--- src/rtl/core/mdfr_pkg.sv ---
// Shared types, constants and reset values of the mesh duplicate filter relay unit.
`default_nettype none
package mdfr_pkg;

  localparam int RING_DEPTH  = 10;
  localparam int NUM_SOURCES = 256;

  localparam int FIELD_W    = 8;
  localparam int LIMIT_W    = 9;
  localparam int REP_W      = 3;
  localparam int CFG_IDX_W  = 2;
  localparam int CFG_DATA_W = 9;

  localparam logic [CFG_IDX_W-1:0] CFG_OWN_NODE_ID  = 2'd0;
  localparam logic [CFG_IDX_W-1:0] CFG_SOURCE_LIMIT = 2'd1;
  localparam logic [CFG_IDX_W-1:0] CFG_REPEAT_LIMIT = 2'd2;
  localparam logic [CFG_IDX_W-1:0] CFG_PING_COMMAND = 2'd3;

  localparam logic [FIELD_W-1:0] OWN_NODE_ID_RST  = 8'd1;
  localparam logic [LIMIT_W-1:0] SOURCE_LIMIT_RST = 9'd250;
  localparam logic [REP_W-1:0]   REPEAT_LIMIT_RST = 3'd5;
  localparam logic [FIELD_W-1:0] PING_COMMAND_RST = 8'd0;

  typedef enum logic [1:0] {
    VERDICT_NEW    = 2'd0,
    VERDICT_REPEAT = 2'd1,
    VERDICT_DROP   = 2'd2
  } verdict_t;

  // Controller to datapath commands.
  typedef struct packed {
    logic load_item;
    logic prep;
    logic load_ptr;
    logic scan;
    logic commit;
    logic load_out;
  } dp_cmd_t;

  // Datapath to controller status.
  typedef struct packed {
    logic drop_src;
    logic hit;
    logic scan_done;
  } dp_stat_t;

endpackage
`default_nettype wire

--- src/rtl/core/mdfr_ctrl.sv ---
// Sequencer for the duplicate filter: handshakes and datapath commands.
`default_nettype none
module mdfr_ctrl (
  input  wire logic              clk,
  input  wire logic              rst,
  input  wire logic              in_valid,
  output logic                   in_ready,
  output logic                   out_valid,
  input  wire logic              out_ready,
  output mdfr_pkg::dp_cmd_t      cmd,
  input  wire mdfr_pkg::dp_stat_t stat
);

  typedef enum logic [2:0] {
    ST_IDLE,
    ST_PREP,
    ST_PTR,
    ST_SCAN,
    ST_COMMIT,
    ST_FINISH
  } state_t;

  state_t state;
  logic   out_free;

  assign out_free = !out_valid || out_ready;

  always_comb begin
    cmd           = '0;
    cmd.load_item = in_valid && in_ready;
    cmd.prep      = (state == ST_PREP);
    cmd.load_ptr  = (state == ST_PTR);
    cmd.scan      = (state == ST_SCAN);
    cmd.commit    = (state == ST_COMMIT);
    cmd.load_out  = (state == ST_FINISH) && out_free;
  end

  always_ff @(posedge clk) begin
    if (rst) begin
      state     <= ST_IDLE;
      in_ready  <= 1'b1;
      out_valid <= 1'b0;
    end else begin
      // New result wins over the transfer of the one it replaces
      if (cmd.load_out) begin
        out_valid <= 1'b1;
      end else if (out_valid && out_ready) begin
        out_valid <= 1'b0;
      end
      unique case (state)
        ST_IDLE: begin
          if (in_valid && in_ready) begin
            in_ready <= 1'b0;
            state    <= ST_PREP;
          end
        end
        ST_PREP:   state <= stat.drop_src ? ST_FINISH : ST_PTR;
        ST_PTR:    state <= ST_SCAN;
        ST_SCAN: begin
          if (stat.hit || stat.scan_done) begin
            state <= ST_COMMIT;
          end
        end
        ST_COMMIT: state <= ST_FINISH;
        ST_FINISH: begin
          if (out_free) begin
            in_ready  <= 1'b1;
            state     <= ST_IDLE;
          end
        end
        default:   state <= ST_IDLE;
      endcase
    end
  end

endmodule
`default_nettype wire

--- config.mk ---
export PLATFORM = sky130hd
export DESIGN_NAME = mdfr_ctrl
export DESIGN_NICKNAME = d
export VERILOG_FILES = /design/src/rtl/core/mdfr_pkg.sv /design/src/rtl/core/mdfr_ctrl.sv
export SDC_FILE = /design/constraint.sdc
export NUM_CORES = 1
export LEC_CHECK = 0
export BUFFER_PORTS_ARGS = -buffer_cell sky130_fd_sc_hd__buf_2
export CORE_AREA = 10 10 47 49
export CTS_BUF_LIST = sky130_fd_sc_hd__clkbuf_8
export DETAILED_ROUTE_END_ITERATION = 10
export DIE_AREA = 0 0 57 59
export GPL_TIMING_DRIVEN = 0
export SLEW_MARGIN = 20
export SYNTH_ARGS = -nofsm -noshare
export SYNTH_HDL_FRONTEND = slang
export SYNTH_SLANG_ARGS = --single-unit
export TNS_END_PERCENT = 1
--- constraint.sdc ---
create_clock -name clk -period 3.7 [get_ports clk]
set_clock_uncertainty 0.2 [all_clocks]
set_input_delay 0.74 -clock clk [delete_from_list [all_inputs] [get_ports clk]]
set_output_delay 0.74 -clock clk [all_outputs]
set_load 0.005 [all_outputs]
* Yosys cells after proc, flatten, opt, wreduce, memory -nomap -nowiden
Cells that the tools add are included.
** Word-level totals
- Bits in registers :: 5
- Output and inout port bits :: 8
- Input bits :: 7
- Word-level logic and storage cells :: 32
** Operators by class
- Mux-type cells :: 10
- Equal/unequal tests :: 8
- Reduce and logical (&&, ||, !) cells :: 11
** Operators with widths (count)
- 3-bit case mux with 6 select lines :: 1
- 3-bit two-way mux :: 4
- 3-bit by 2-bit == test with 1-bit output (second input constant) :: 2
- 3-bit == test (second input constant) :: 2
- 3-bit AND reduction :: 2
- 1-bit two-way mux :: 4
- 2-bit inequality test (second input constant) :: 2
- 2-bit nonzero test :: 2
- 3-bit by 1-bit == test with 1-bit output (second input constant) :: 1
- 1-bit logical AND :: 3
- 3-bit zero test :: 1
- 1-bit logical OR :: 2
- 2-bit by 1-bit inequality test with 1-bit output (second input constant) :: 1
- 1-bit case mux with 2 select lines :: 1
- 1-bit zero test :: 1

* Logic depth before layout (Yosys ltp)
- Depth in word-level cells :: 4
- Gate-level depth with buffers :: 4
- Mapped depth without buffers :: 3

* Worst setup path after synthesis
No wires, ideal clock.
- Path kind :: input-to-output
- From :: in out_ready
- To :: out cmd[0] (netlist bit)
- Arrival time :: 1059 ps
- Slack :: 1701 ps
- Data required time :: 2760 ps
- Buffers on the path :: 0
- Stages on the path :: 2
- Cell sequence :: nand2b_1 -> nor2b_1
** RTL lines
- start, declared :: line mdfr_ctrl.sv:9 : input wire logic out_ready,
- end, declared :: line mdfr_ctrl.sv:10 : output mdfr_pkg::dp_cmd_t cmd,

==> metrics.md <==
| Metric | Value |
|---|---|
| Critical Path AT | 1300 ps |
| IO buf count | 14 |
| Final ANT Viol Nets | 0 |
| Final TNS setup | 0 ps |
| Gpl congestion | 0.750 |
| Clock Path Buffers | 2 |
| Upper clock frequency limit | 447 MHz |
| Predominant post-synthesis flop cell | dfxtp_1 |
| Critical Path End Type | primary output |
| Syn Inst Count | 36 |
| Total Power | 0.217 mW |
| Layout cell share with drive strength beyond 1 | 40.7% |
| Via count | 319 |
| 1st-pass router iterations | 4 |
| Ant diodes | 0 |
| FF-to-FF path depth | 4 |
| Critical path cell sequence | buf_2 > nand2b_1 > nor2b_1 > buf_2 |
| Area of the die | 3360 sq um |
| Max H-tree Level | 1 |
| CTS tree | built |
| Slew Viols, Final | 0 |
| WHS Path Cells | 1 |
| Largest net degree at the start of global routing | 11 |
| # rows | 14 |
| Nets | 62 |
| CP max-delay cell | nand2b_1 |
| DRC Markers | 0 |
| Routed wire length | 793 um |
| Relative slew slack | 83.4% |
| Initial core utilization | 22.1% |
| Clock sink count | 5 |
| Pwr dens | 486 nW/um^2 |
| Post-DP HPWL | 643 um |
| Core area | 1400 sq um |
| Cell variety after synth | 24 |
| Vias in the first global route | 317 |
| Worst-margin pin slew | 246 ps |
| WP data required | 2760 ps |
| Critical path launch point type | input pin |
| Hold buffer count at CTS | 0 |
| Die Ht | 59 um |
| Vias per cell | 4.56 |
| # setup viols final | 0 |
| Final hold vios | 0 |
| Min Tclk post-route | 2240 ps |
| WL/cell | 11.3 um |
| DR iter-0 viols | 3 |
| Initial antenna violation count | 0 |
| Most common cell on crit path | buf_2 |
| Crit path depth | 4 |
| Sequential area share after synthesis | 32.3% |
| Die X | 57 um |
| Io pins | 15 |
| RSZ-0062 raised after global routing | false |
| Mapped Avg Cell Area | 8.62 sq um |
| Synth Net Count | 43 |
| Yosys warning total | 0 |
| CTS-repair resized insts | 0 |
| Worst hold path type | reg -> reg |
| First-pass GRT wire length | 1.25 mm |
| Critical path class | in -> out |
| LEAKAGE | 0.215 nW |
| Worst-skew pair later-pin latency | 220 ps |
| Post-synth EDFFs | 0 |
| Worst-path clk slew | 40 ps |
| Status | finished, final reports clean |
| Family with the most delay on the worst path | simple AND/OR/NAND/NOR gates |
| Final core utilization | 31.8% |
| Total gr overflow | 0 |
| Worst Hold Margin | 283 ps |
| Max Cap Viol | 0 |
| CTS buffer count | 3 |
| Critical path buffers and inverters | 2 |
| GRT Total Usage | 4.74% |
| CP peak stage delay | 180 ps |
| Area growth syn-to-layout | 43.5% |
| CTS root buffer | clkbuf_8 |
| Worst-path maximum fanout | 4 |
| Ys async rst share | 0% |
| Final worst-path cycle share | 60.5% |
| #FFs+latches synth | 5 |
| Max VDD drop | 0.000203 V |
| Setup Buffers After CTS | 0 |
| Post-Syn Area | 310 sq um |
[flip-flops by register name, summed over array words and instances, names as in the netlist]
signal	flops
state	3
in_ready	1
out_valid	1
[layer usage]
metal / global-route usage (%) / up-vias / part of all wire [%]
met4: 5.03 / 0 / 0
met2: 6.67 / 11 / 44
li1: - / 165 / -
met1: 4.96 / 143 / 50
met5: 0 / - / 0
met3: 2.15 / 0 / 5.7
[cell usage in the layout, fill, tap and decap left out, types with 2 or more instances in the layout]
cell type	count
nand2b_1	2
nand2_1	2
nor2b_1	2
buf_6	2
nor2_1	2
clkbuf_8	3
buf_2	14
a211o_1	3
dfxtp_1	5
inv_1	2
a21oi_1	2
[through the flow]
stage	cells	setup slack, ps	area [sq um]
after floorplan	36	1700	310
after global placement	66	1450	400
after detailed placement	66	1460	400
after CTS	70	1460	445
after global routing	70	1400	445
final	70	1460	445
[final timing paths]
| path | startpoint | endpoint | slack, ps |
|---|---|---|---|
| worst max register to register | state[0] | in_ready | 2400 |
| worst max-delay path | out_ready | cmd[0] | 1460 |
| worst min-delay path | in_ready | in_ready | 280 |
| worst min register to register | in_ready | in_ready | 280 |
[layout make-up]
type                            instances  area (sq um)
Fill cell                             170           956
Clock inverter                          1          3.75
Tap cell                               16          20.0
Timing Repair Buffer                   14          70.1
Clock buffer                            3          41.3
Inverter                                1          3.75
Multi-Input combinational cell         27           176
Buffer                                  3          30.0
Sequential cell                         5           100
[kinds of logic after synthesis]
kind of cell           count (synthesis)  share of synthesized area, %
buffers and inverters                  4                          10.9
flip-flops                             5                          32.3
AND/OR/NAND/NOR                       17                          33.5
AO/OA/AOI/OAI                         10                          23.4
[cell usage after synthesis (2+ instances only)]
library cell / instances / area (sq um)
dfxtp_1: 5 / 100
a211o_1: 3 / 26.3
a21oi_1: 2 / 10.0
buf_6: 2 / 22.5
nand2_1: 2 / 7.51
nand2b_1: 2 / 12.5
nor2_1: 2 / 7.51
nor2b_1: 2 / 12.5
[power by group]
| part | internal (mW) | total [mW] | leakage, nW | switching [mW] |
|---|---|---|---|---|
| logic | 0.0282 | 0.0555 | 0.147 | 0.0273 |
| registers | 0.0605 | 0.0641 | 0.0410 | 0.00363 |
| clock network | 0.0710 | 0.0970 | 0.0269 | 0.0260 |
| total | 0.160 | 0.217 | 0.215 | 0.0569 |
Power figures use the tool's default switching activity.
